### src/hdl/skf_pkg.sv
// ----------------------------------------------------------------------------
// skf_pkg: shared types, constants and fixed-point helpers
// Operation codes, controller states, command/status bundles and saturation.
// ----------------------------------------------------------------------------
`default_nettype none

package skf_pkg;

  localparam int DATA_W    = 32;
  localparam int VAR_W     = 31;
  localparam int PROD_W    = 64;
  localparam int IDX_W     = 3;
  localparam int FRAC_BITS = 16;

  localparam logic signed [PROD_W-1:0] VAL_MAX = (64'sd1 <<< (DATA_W - 1)) - 64'sd1;
  localparam logic signed [PROD_W-1:0] VAL_MIN = -VAL_MAX - 64'sd1;

  typedef enum logic [IDX_W-1:0] {
    REG_INIT_EST  = 3'd0,
    REG_INIT_VAR  = 3'd1,
    REG_PROC_NSE  = 3'd2,
    REG_MEAS_NSE  = 3'd3,
    REG_STATE_GN  = 3'd4,
    REG_MEAS_GN   = 3'd5
  } reg_idx_e;

  typedef enum logic [3:0] {
    OP_X_PRED,
    OP_P_A1,
    OP_P_PRED,
    OP_HP,
    OP_DEN,
    OP_HX,
    OP_KR,
    OP_KH,
    OP_P_UPD
  } op_e;

  typedef enum logic [2:0] {
    ST_IDLE,
    ST_MUL,
    ST_WB,
    ST_DIV_INIT,
    ST_DIV,
    ST_DIV_FIN,
    ST_OUT
  } state_e;

  typedef struct packed {
    op_e  op;
    logic load_in;
    logic mul;
    logic wb;
    logic div_init;
    logic div_step;
    logic div_fin;
    logic commit;
  } cmd_t;

  typedef struct packed {
    logic den_pos;
    logic div_last;
  } status_t;

  // Clamp to the signed data range.
  function automatic logic signed [DATA_W-1:0] sat_val(input logic signed [PROD_W-1:0] v);
    logic signed [DATA_W-1:0] r;
    if (v > VAL_MAX) begin
      r = VAL_MAX[DATA_W-1:0];
    end else if (v < VAL_MIN) begin
      r = VAL_MIN[DATA_W-1:0];
    end else begin
      r = v[DATA_W-1:0];
    end
    return r;
  endfunction

  // Clamp to the non-negative variance range.
  function automatic logic [VAR_W-1:0] sat_var(input logic signed [PROD_W-1:0] v);
    logic [VAR_W-1:0] r;
    if (v > VAL_MAX) begin
      r = VAL_MAX[VAR_W-1:0];
    end else if (v < 64'sd0) begin
      r = '0;
    end else begin
      r = v[VAR_W-1:0];
    end
    return r;
  endfunction

endpackage

`default_nettype wire

### src/hdl/skf_ctrl.sv
// ----------------------------------------------------------------------------
// skf_ctrl: sequencing controller
// Steps the datapath through prediction, gain division and correction.
// ----------------------------------------------------------------------------
`default_nettype none

module skf_ctrl (
  input  wire logic            clk_i,
  input  wire logic            rst_ni,
  input  wire logic            in_valid_i,
  output logic                 in_stall_o,
  output logic                 out_valid_o,
  input  wire logic            out_stall_i,
  input  wire skf_pkg::status_t status_i,
  output skf_pkg::cmd_t        cmd_o
);
  import skf_pkg::*;

  state_e state_q, state_d;
  op_e    op_q, op_d;
  logic   out_valid_q, out_valid_d;

  always_ff @(posedge clk_i or negedge rst_ni) begin
    if (!rst_ni) begin
      state_q     <= ST_IDLE;
      op_q        <= OP_X_PRED;
      out_valid_q <= 1'b0;
    end else begin
      state_q     <= state_d;
      op_q        <= op_d;
      out_valid_q <= out_valid_d;
    end
  end

  always_comb begin
    state_d        = state_q;
    op_d           = op_q;
    cmd_o          = '0;
    cmd_o.op       = op_q;
    unique case (state_q)
      ST_IDLE: begin
        if (in_valid_i) begin
          cmd_o.load_in = 1'b1;
          op_d          = OP_X_PRED;
          state_d       = ST_MUL;
        end
      end
      ST_MUL: begin
        cmd_o.mul = 1'b1;
        state_d   = ST_WB;
      end
      ST_WB: begin
        cmd_o.wb = 1'b1;
        unique case (op_q)
          OP_X_PRED: begin op_d = OP_P_A1;   state_d = ST_MUL; end
          OP_P_A1:   begin op_d = OP_P_PRED; state_d = ST_MUL; end
          OP_P_PRED: begin op_d = OP_HP;     state_d = ST_MUL; end
          OP_HP:     begin op_d = OP_DEN;    state_d = ST_MUL; end
          OP_DEN:    begin                   state_d = ST_DIV_INIT; end
          OP_HX:     begin op_d = OP_KR;     state_d = ST_MUL; end
          OP_KR:     begin op_d = OP_KH;     state_d = ST_MUL; end
          OP_KH:     begin op_d = OP_P_UPD;  state_d = ST_MUL; end
          OP_P_UPD:  begin                   state_d = ST_OUT; end
          default:   begin                   state_d = ST_IDLE; end
        endcase
      end
      ST_DIV_INIT: begin
        cmd_o.div_init = 1'b1;
        if (status_i.den_pos) begin
          state_d = ST_DIV;
        end else begin
          op_d    = OP_HX;
          state_d = ST_MUL;
        end
      end
      ST_DIV: begin
        cmd_o.div_step = 1'b1;
        if (status_i.div_last) begin
          state_d = ST_DIV_FIN;
        end
      end
      ST_DIV_FIN: begin
        cmd_o.div_fin = 1'b1;
        op_d          = OP_HX;
        state_d       = ST_MUL;
      end
      ST_OUT: begin
        if (!out_valid_q || !out_stall_i) begin
          cmd_o.commit = 1'b1;
          state_d      = ST_IDLE;
        end
      end
      default: state_d = ST_IDLE;
    endcase
  end

  always_comb begin
    out_valid_d = out_valid_q;
    priority if (cmd_o.commit) begin
      out_valid_d = 1'b1;
    end else if (!out_stall_i) begin
      out_valid_d = 1'b0;
    end
  end

  assign in_stall_o  = (state_q != ST_IDLE);
  assign out_valid_o = out_valid_q;

endmodule

`default_nettype wire

### src/hdl/skf_datapath.sv
// ----------------------------------------------------------------------------
// skf_datapath: shared multiplier, restoring divider and filter registers
// Holds configuration, filter state, temporaries and the result register.
// ----------------------------------------------------------------------------
`default_nettype none

module skf_datapath #(
  parameter int FracBits = skf_pkg::FRAC_BITS
) (
  input  wire logic                          clk_i,
  input  wire logic                          rst_ni,
  input  wire skf_pkg::cmd_t                 cmd_i,
  output skf_pkg::status_t                   status_o,
  input  wire logic                          cfg_we_i,
  input  wire logic [skf_pkg::IDX_W-1:0]     cfg_idx_i,
  input  wire logic [skf_pkg::DATA_W-1:0]    cfg_data_i,
  input  wire logic signed [skf_pkg::DATA_W-1:0] measurement_i,
  output logic signed [skf_pkg::DATA_W-1:0]  estimate_o,
  output logic signed [skf_pkg::DATA_W-1:0]  gain_o,
  output logic [skf_pkg::VAR_W-1:0]          variance_o
);
  import skf_pkg::*;

  localparam int DivW = DATA_W + FracBits;
  localparam int CntW = $clog2(DivW);
  localparam logic signed [PROD_W-1:0] OneFx = 64'sd1 <<< FracBits;

  // configuration
  logic signed [DATA_W-1:0] a_q, h_q;
  logic [VAR_W-1:0]         q_q, r_q;

  // filter state and temporaries
  logic signed [DATA_W-1:0] x_q, z_q, tmp_q, hp_q, den_q, k_q;
  logic [VAR_W-1:0]         p_q;
  logic signed [PROD_W-1:0] prod_q;

  // divider
  logic [DivW-1:0]          dvd_q;
  logic [DATA_W-1:0]        rem_q;
  logic                     neg_q;
  logic [CntW-1:0]          cnt_q;

  // result register
  logic signed [DATA_W-1:0] est_out_q, gain_out_q;
  logic [VAR_W-1:0]         var_out_q;

  logic signed [DATA_W-1:0] op_a, op_b, fx;
  logic signed [PROD_W-1:0] shifted, quo_s;
  logic [DATA_W-1:0]        rem_sh, hp_abs;
  logic [DATA_W:0]          trial;

  assign status_o.den_pos  = !den_q[DATA_W-1] && (den_q != '0);
  assign status_o.div_last = (cnt_q == CntW'(DivW - 1));

  always_comb begin
    unique case (cmd_i.op)
      OP_X_PRED: begin op_a = a_q;   op_b = x_q; end
      OP_P_A1:   begin op_a = a_q;   op_b = DATA_W'(p_q); end
      OP_P_PRED: begin op_a = tmp_q; op_b = a_q; end
      OP_HP:     begin op_a = DATA_W'(p_q); op_b = h_q; end
      OP_DEN:    begin op_a = hp_q;  op_b = h_q; end
      OP_HX:     begin op_a = h_q;   op_b = x_q; end
      OP_KR:     begin op_a = k_q;   op_b = tmp_q; end
      OP_KH:     begin op_a = k_q;   op_b = h_q; end
      OP_P_UPD:  begin op_a = tmp_q; op_b = DATA_W'(p_q); end
      default:   begin op_a = '0;    op_b = '0; end
    endcase
  end

  // floor shift then clamp
  assign shifted = prod_q >>> FracBits;
  assign fx      = sat_val(shifted);

  assign rem_sh  = {rem_q[DATA_W-2:0], dvd_q[DivW-1]};
  assign trial   = {1'b0, rem_sh} - {1'b0, den_q};
  assign hp_abs  = hp_q[DATA_W-1] ? DATA_W'(-hp_q) : DATA_W'(hp_q);
  assign quo_s   = neg_q ? -PROD_W'(dvd_q) : PROD_W'(dvd_q);

  always_ff @(posedge clk_i or negedge rst_ni) begin
    if (!rst_ni) begin
      q_q        <= '0;
      r_q        <= VAR_W'(OneFx);
      a_q        <= DATA_W'(OneFx);
      h_q        <= DATA_W'(OneFx);
      x_q        <= '0;
      p_q        <= VAR_W'(OneFx);
      cnt_q      <= '0;
    end else begin
      if (cfg_we_i) begin
        unique case (cfg_idx_i)
          REG_INIT_EST: x_q <= cfg_data_i;
          REG_INIT_VAR: p_q <= cfg_data_i[VAR_W-1:0];
          REG_PROC_NSE: q_q <= cfg_data_i[VAR_W-1:0];
          REG_MEAS_NSE: r_q <= cfg_data_i[VAR_W-1:0];
          REG_STATE_GN: a_q <= cfg_data_i;
          REG_MEAS_GN:  h_q <= cfg_data_i;
          default: ;
        endcase
      end
      if (cmd_i.wb) begin
        unique case (cmd_i.op)
          OP_X_PRED: x_q <= fx;
          OP_P_A1:   ;
          OP_P_PRED: p_q <= sat_var(PROD_W'(fx) + PROD_W'($signed({1'b0, q_q})));
          OP_HP:     ;
          OP_DEN:    ;
          OP_HX:     ;
          OP_KR:     x_q <= sat_val(PROD_W'(x_q) + PROD_W'(fx));
          OP_KH:     ;
          OP_P_UPD:  p_q <= sat_var(PROD_W'(fx));
          default:   ;
        endcase
      end
      if (cmd_i.div_init) begin
        cnt_q <= '0;
      end else if (cmd_i.div_step) begin
        cnt_q <= cnt_q + CntW'(1);
      end
    end
  end

  // unreset payload path
  always_ff @(posedge clk_i) begin
    if (cmd_i.load_in) begin
      z_q <= measurement_i;
    end
    if (cmd_i.mul) begin
      prod_q <= PROD_W'(op_a) * PROD_W'(op_b);
    end
    if (cmd_i.wb) begin
      unique case (cmd_i.op)
        OP_X_PRED: ;
        OP_P_A1:   tmp_q <= fx;
        OP_P_PRED: ;
        OP_HP:     hp_q  <= fx;
        OP_DEN:    den_q <= sat_val(PROD_W'(fx) + PROD_W'($signed({1'b0, r_q})));
        OP_HX:     tmp_q <= sat_val(PROD_W'(z_q) - PROD_W'(fx));
        OP_KR:     ;
        OP_KH:     tmp_q <= sat_val(OneFx - PROD_W'(fx));
        OP_P_UPD:  ;
        default:   ;
      endcase
    end
    if (cmd_i.div_init) begin
      rem_q <= '0;
      dvd_q <= {hp_abs, {FracBits{1'b0}}};
      neg_q <= hp_q[DATA_W-1];
      if (!status_o.den_pos) begin
        k_q <= '0;
      end
    end
    if (cmd_i.div_step) begin
      if (!trial[DATA_W]) begin
        rem_q <= trial[DATA_W-1:0];
        dvd_q <= {dvd_q[DivW-2:0], 1'b1};
      end else begin
        rem_q <= rem_sh;
        dvd_q <= {dvd_q[DivW-2:0], 1'b0};
      end
    end
    if (cmd_i.div_fin) begin
      k_q <= sat_val(quo_s);
    end
    if (cmd_i.commit) begin
      est_out_q  <= x_q;
      gain_out_q <= k_q;
      var_out_q  <= p_q;
    end
  end

  assign estimate_o = est_out_q;
  assign gain_o     = gain_out_q;
  assign variance_o = var_out_q;

endmodule

`default_nettype wire

### src/hdl/scalar_kalman_filter_core.sv
// ----------------------------------------------------------------------------
// scalar_kalman_filter_core: one-dimensional Kalman filter, signed fixed point
// Q16.16 by default; a 1-bit-a-cycle restoring divider forms the gain, which is
// 0 if its divisor is not positive. Inputs wait for the last result to commit,
// so output stalls hold them off. Reset idles the core and restores the defaults.
// ----------------------------------------------------------------------------
`default_nettype none

module scalar_kalman_filter_core #(
  parameter int FracBits = skf_pkg::FRAC_BITS
) (
  input  wire logic                              clk_i,
  input  wire logic                              rst_ni,
  // configuration write port
  input  wire logic                              cfg_we_i,
  input  wire logic [skf_pkg::IDX_W-1:0]         cfg_idx_i,
  input  wire logic [skf_pkg::DATA_W-1:0]        cfg_data_i,
  // measurement channel
  input  wire logic                              in_valid_i,
  output logic                                   in_stall_o,
  input  wire logic signed [skf_pkg::DATA_W-1:0] measurement_i,
  // result channel
  output logic                                   out_valid_o,
  input  wire logic                              out_stall_i,
  output logic signed [skf_pkg::DATA_W-1:0]      estimate_o,
  output logic signed [skf_pkg::DATA_W-1:0]      gain_o,
  output logic [skf_pkg::VAR_W-1:0]              variance_o
);
  import skf_pkg::*;

  // Reset returns the configuration and filter state to their defaults
  // (A = H = r = 1.0, q = 0, starting estimate 0, starting variance 1.0) and
  // the controller to idle with no result pending. Writing the starting
  // estimate or variance reloads the live filter state at once.

  cmd_t    cmd;
  status_t status;

  // Controller: accept a measurement, run nine shared-multiplier operations
  // (each a product state, then a write-back state), the restoring division
  // for a positive gain divisor in between, then commit the result register.
  // Hold the commit while a previous result still sits unaccepted on the output.
  skf_ctrl u_ctrl (
    .clk_i       (clk_i),
    .rst_ni      (rst_ni),
    .in_valid_i  (in_valid_i),
    .in_stall_o  (in_stall_o),
    .out_valid_o (out_valid_o),
    .out_stall_i (out_stall_i),
    .status_i    (status),
    .cmd_o       (cmd)
  );

  // Datapath: one 32x32 multiplier with a product register, floor shift and
  // saturating add on write-back, a divider producing one quotient bit a
  // cycle, and the registered result.
  skf_datapath #(
    .FracBits (FracBits)
  ) u_dp (
    .clk_i         (clk_i),
    .rst_ni        (rst_ni),
    .cmd_i         (cmd),
    .status_o      (status),
    .cfg_we_i      (cfg_we_i),
    .cfg_idx_i     (cfg_idx_i),
    .cfg_data_i    (cfg_data_i),
    .measurement_i (measurement_i),
    .estimate_o    (estimate_o),
    .gain_o        (gain_o),
    .variance_o    (variance_o)
  );

endmodule

`default_nettype wire

### config.mk
export PLATFORM = sky130hd
export DESIGN_NAME = scalar_kalman_filter_core
export DESIGN_NICKNAME = d
export VERILOG_FILES = /design/src/hdl/skf_pkg.sv /design/src/hdl/skf_ctrl.sv /design/src/hdl/skf_datapath.sv /design/src/hdl/scalar_kalman_filter_core.sv
export SDC_FILE = /design/constraint.sdc
export NUM_CORES = 2
export LEC_CHECK = 0
export BUFFER_PORTS_ARGS = -buffer_cell sky130_fd_sc_hd__buf_2
export CAP_MARGIN = 20
export CORE_UTILIZATION = 25
export CTS_CLUSTER_DIAMETER = 40
export DETAILED_ROUTE_END_ITERATION = 8
export GPL_TIMING_DRIVEN = 1
export PLACE_DENSITY_LB_ADDON = 0.3
export SLEW_MARGIN = 10
export SYNTH_ARGS = -nofsm -noshare
export SYNTH_HDL_FRONTEND = slang
export SYNTH_HIERARCHICAL = 1
export SYNTH_SLANG_ARGS = --single-unit
### constraint.sdc
create_clock -name clk_i -period 13.35 [get_ports clk_i]
set_clock_uncertainty 0.2 [all_clocks]
set_input_delay 2.67 -clock clk_i [delete_from_list [all_inputs] [get_ports clk_i]]
set_output_delay 2.67 -clock clk_i [all_outputs]
set_load 0.03 [all_outputs]
==> impl_metrics.env <==
export IMPL_worst_pin_slew_ps=1350
export IMPL_min_delay_path_depth=1
export IMPL_clockBufferDepth=3
export IMPL_synth_edff_count=383
export IMPL_viasPerCell=5.09
export IMPL_post_route_period_util_pct=89.7
export IMPL_clock_fmax_mhz=83.5
export IMPL_reg2reg_depth=32
export IMPL_synth_most_common_cell="inv_1"
export IMPL_dp_slack_ps=1620
export IMPL_yosys_area_top_type_share_pct=30.5
export IMPL_grt_max_degree=97
export IMPL_layout_nets=9129
export IMPL_htreeDepth=3
export IMPL_yosysWarnings=6
export IMPL_max_stage_delay_ps=950
export IMPL_finalHoldViolations=0
export IMPL_dr_wl_met3_mm=25.7
export IMPL_r2r_start="u_ctrl/op_q[3]"
export IMPL_holdPathEnd="u_dp/r_q[7]"
export IMPL_routed_top_layer="met5"
export IMPL_first_pass_iters=6
export IMPL_clockRootBuffer="clkbuf_16"
export IMPL_crit_family="adder cells"
export IMPL_crit_cells=32
export IMPL_cp_start_kind="register"
export IMPL_grt_pass1_vias=58900
export IMPL_yosysTopAreaCell="fa_1"
export IMPL_fin_cells=11500
export IMPL_top_regs="u_dp/dvd_q x48, u_dp/prod_q x48"
export IMPL_drtIter0Drc=6055
export IMPL_post_drt_wl_per_cell_um=24.9
export IMPL_drive_above_1_share_pct=9.23
export IMPL_layout_min_cycle_time_ps=11970
export IMPL_endpoint_kind="register"
export IMPL_numCtsBuffers=86
export IMPL_io_buffers=168
export IMPL_crit_buf_inv=6
export IMPL_gp_congestion=0.933
export IMPL_grtUsageTotal_pct=19.8
export IMPL_async_flop_share_pct=34.6
export IMPL_gr_total_overflow=0
export IMPL_synth_nets=9074
export IMPL_die_h_um=536
export IMPL_yosys_top_cells_count="inv_1, fa_1, nand2_1, nor2_1, edfxtp_1"
export IMPL_ys_seq_area_share_pct=23.3
export IMPL_arrival_ps=12210
export IMPL_cts_hold_buffers=0
export IMPL_finalMaxSlewViolations=0
export IMPL_outcome="finished clean"
export IMPL_min_from="u_dp/r_q[7]"
export IMPL_clock_latency_ps=720
export IMPL_finalSetupViolCount=0
export IMPL_cts_tree="yes"
export IMPL_cts_setup_buffers=0
export IMPL_regToRegSetupSlack_ps=1380
export IMPL_hpwl_mm=226
export IMPL_post_route_drc_count=0
export IMPL_clkSlewWorstSetupHoldPaths_ps=70
export IMPL_core_um2=283000
export IMPL_dp_cells=11300
export IMPL_hp_class="register to register"
export IMPL_ios=169
export IMPL_clock_sinks=586
export IMPL_setup_tns_final_ps=0
export IMPL_dieArea_um2=287000
export IMPL_syn2layout_area_growth_pct=12.3
export IMPL_slowest_stage="dfrtp_1"
export IMPL_post_dp_cell_area_um2=77000
export IMPL_drt_total_wl_mm=286
export IMPL_ys_types=102
export IMPL_worst_slack_ps=1380
export IMPL_rr_endpoint="u_dp/prod_q[61]"
export IMPL_vias=58300
export IMPL_synth_avg_cell_area_um2=9.42
export IMPL_antenna_found_initial=32
export IMPL_maxCapViolCount=0
export IMPL_fp_dieW_um=536
export IMPL_path_class="register to register"
export IMPL_ctsResizeCount=0
export IMPL_grt_pass1_wl_mm=417
export IMPL_cp_required_ps=13590
export IMPL_grt_setup_unrepaired="false"
export IMPL_ant_nets=0
export IMPL_start_util_pct=25.2
export IMPL_wl_met1_mm=123
export IMPL_num_rows=195
export IMPL_synth_area_top_cells="fa_1, edfxtp_1, dfrtp_1, inv_1, ha_1"
export IMPL_syn_area_um2=71300
export IMPL_wl_met2_mm=126
export IMPL_ys_flop_type="edfxtp_1"
export IMPL_cp_common_cell="fa_1"
export IMPL_cp_max_fo=23
export IMPL_ys_ff_latch=586
export IMPL_fin_area_um2=80100
export IMPL_netlist_instances=7573
export IMPL_slew_headroom_pct=9.76
==> layout make-up <==
type / count / area [um2]
Tap cell: 3743 / 4680
Fill cell: 30000 / 203000
Clock buffer: 109 / 2310
Inverter: 1259 / 4730
Antenna cell: 9 / 22.5
Timing Repair Buffer: 347 / 2250
Sequential cell: 586 / 16600
Multi-Input combinational cell: 5348 / 48800
Clock inverter: 52 / 712
==> cell families after synthesis <==
| logic type | after synthesis | share of synthesized area [%] |
|---|---|---|
| multiplexers | 173 | 2.66 |
| flip-flops | 586 | 23.3 |
| AND/OR/NAND/NOR | 2249 | 14.2 |
| AO/OA/AOI/OAI | 1250 | 11.7 |
| buffers and inverters | 1639 | 8.70 |
| XOR/XNOR | 247 | 3.03 |
| adder cells (fa/ha/maj) | 1429 | 36.5 |
==> cells in the final DEF (no fill, tap or decap), types with 167 or more instances in the layout <==
cell,synthesis,routed
ha_1,343,343
inv_1,1258,1257
nand2_1,929,928
nor2_1,700,696
dfrtp_1,199,199
fa_1,1086,1086
buf_4,6,170
o21ai_0,252,250
edfxtp_1,383,383
a21oi_1,339,330
buf_2,7,167
==> metrics by stage <==
stage,hold slack (ps),util (%)
6_report,314,28.3
5_1_grt,331,28.3
4_1_cts,317,28.3
3_5_place_dp,302,27.2
3_3_place_gp,296,27.2
2_1_floorplan,219,-
==> layer usage <==
metal  vias up  GRT usage [%]
li1      24900              -
met1     30100           27.1
met2      2681           30.6
met3       535           4.74
met4        22           6.59
met5         -              0
==> worst max path at each step <==
| stage | startpoint | to | slack [ps] |
|---|---|---|---|
| floorplan | u_ctrl/op_q[1] | u_dp/prod_q[61] | 3000 |
| global placement | u_ctrl/op_q[3] | u_dp/prod_q[61] | 1770 |
| detailed placement | u_ctrl/op_q[3] | u_dp/prod_q[61] | 1620 |
| CTS | u_ctrl/op_q[3] | u_dp/prod_q[61] | 1590 |
| global route | u_ctrl/op_q[3] | u_dp/prod_q[61] | 900 |
| finish | u_ctrl/op_q[3] | u_dp/prod_q[61] | 1380 |
Power is left out: the tool's default activity adds up to more than one toggle a clock period on the data nets, which glitch-free logic cannot reach.
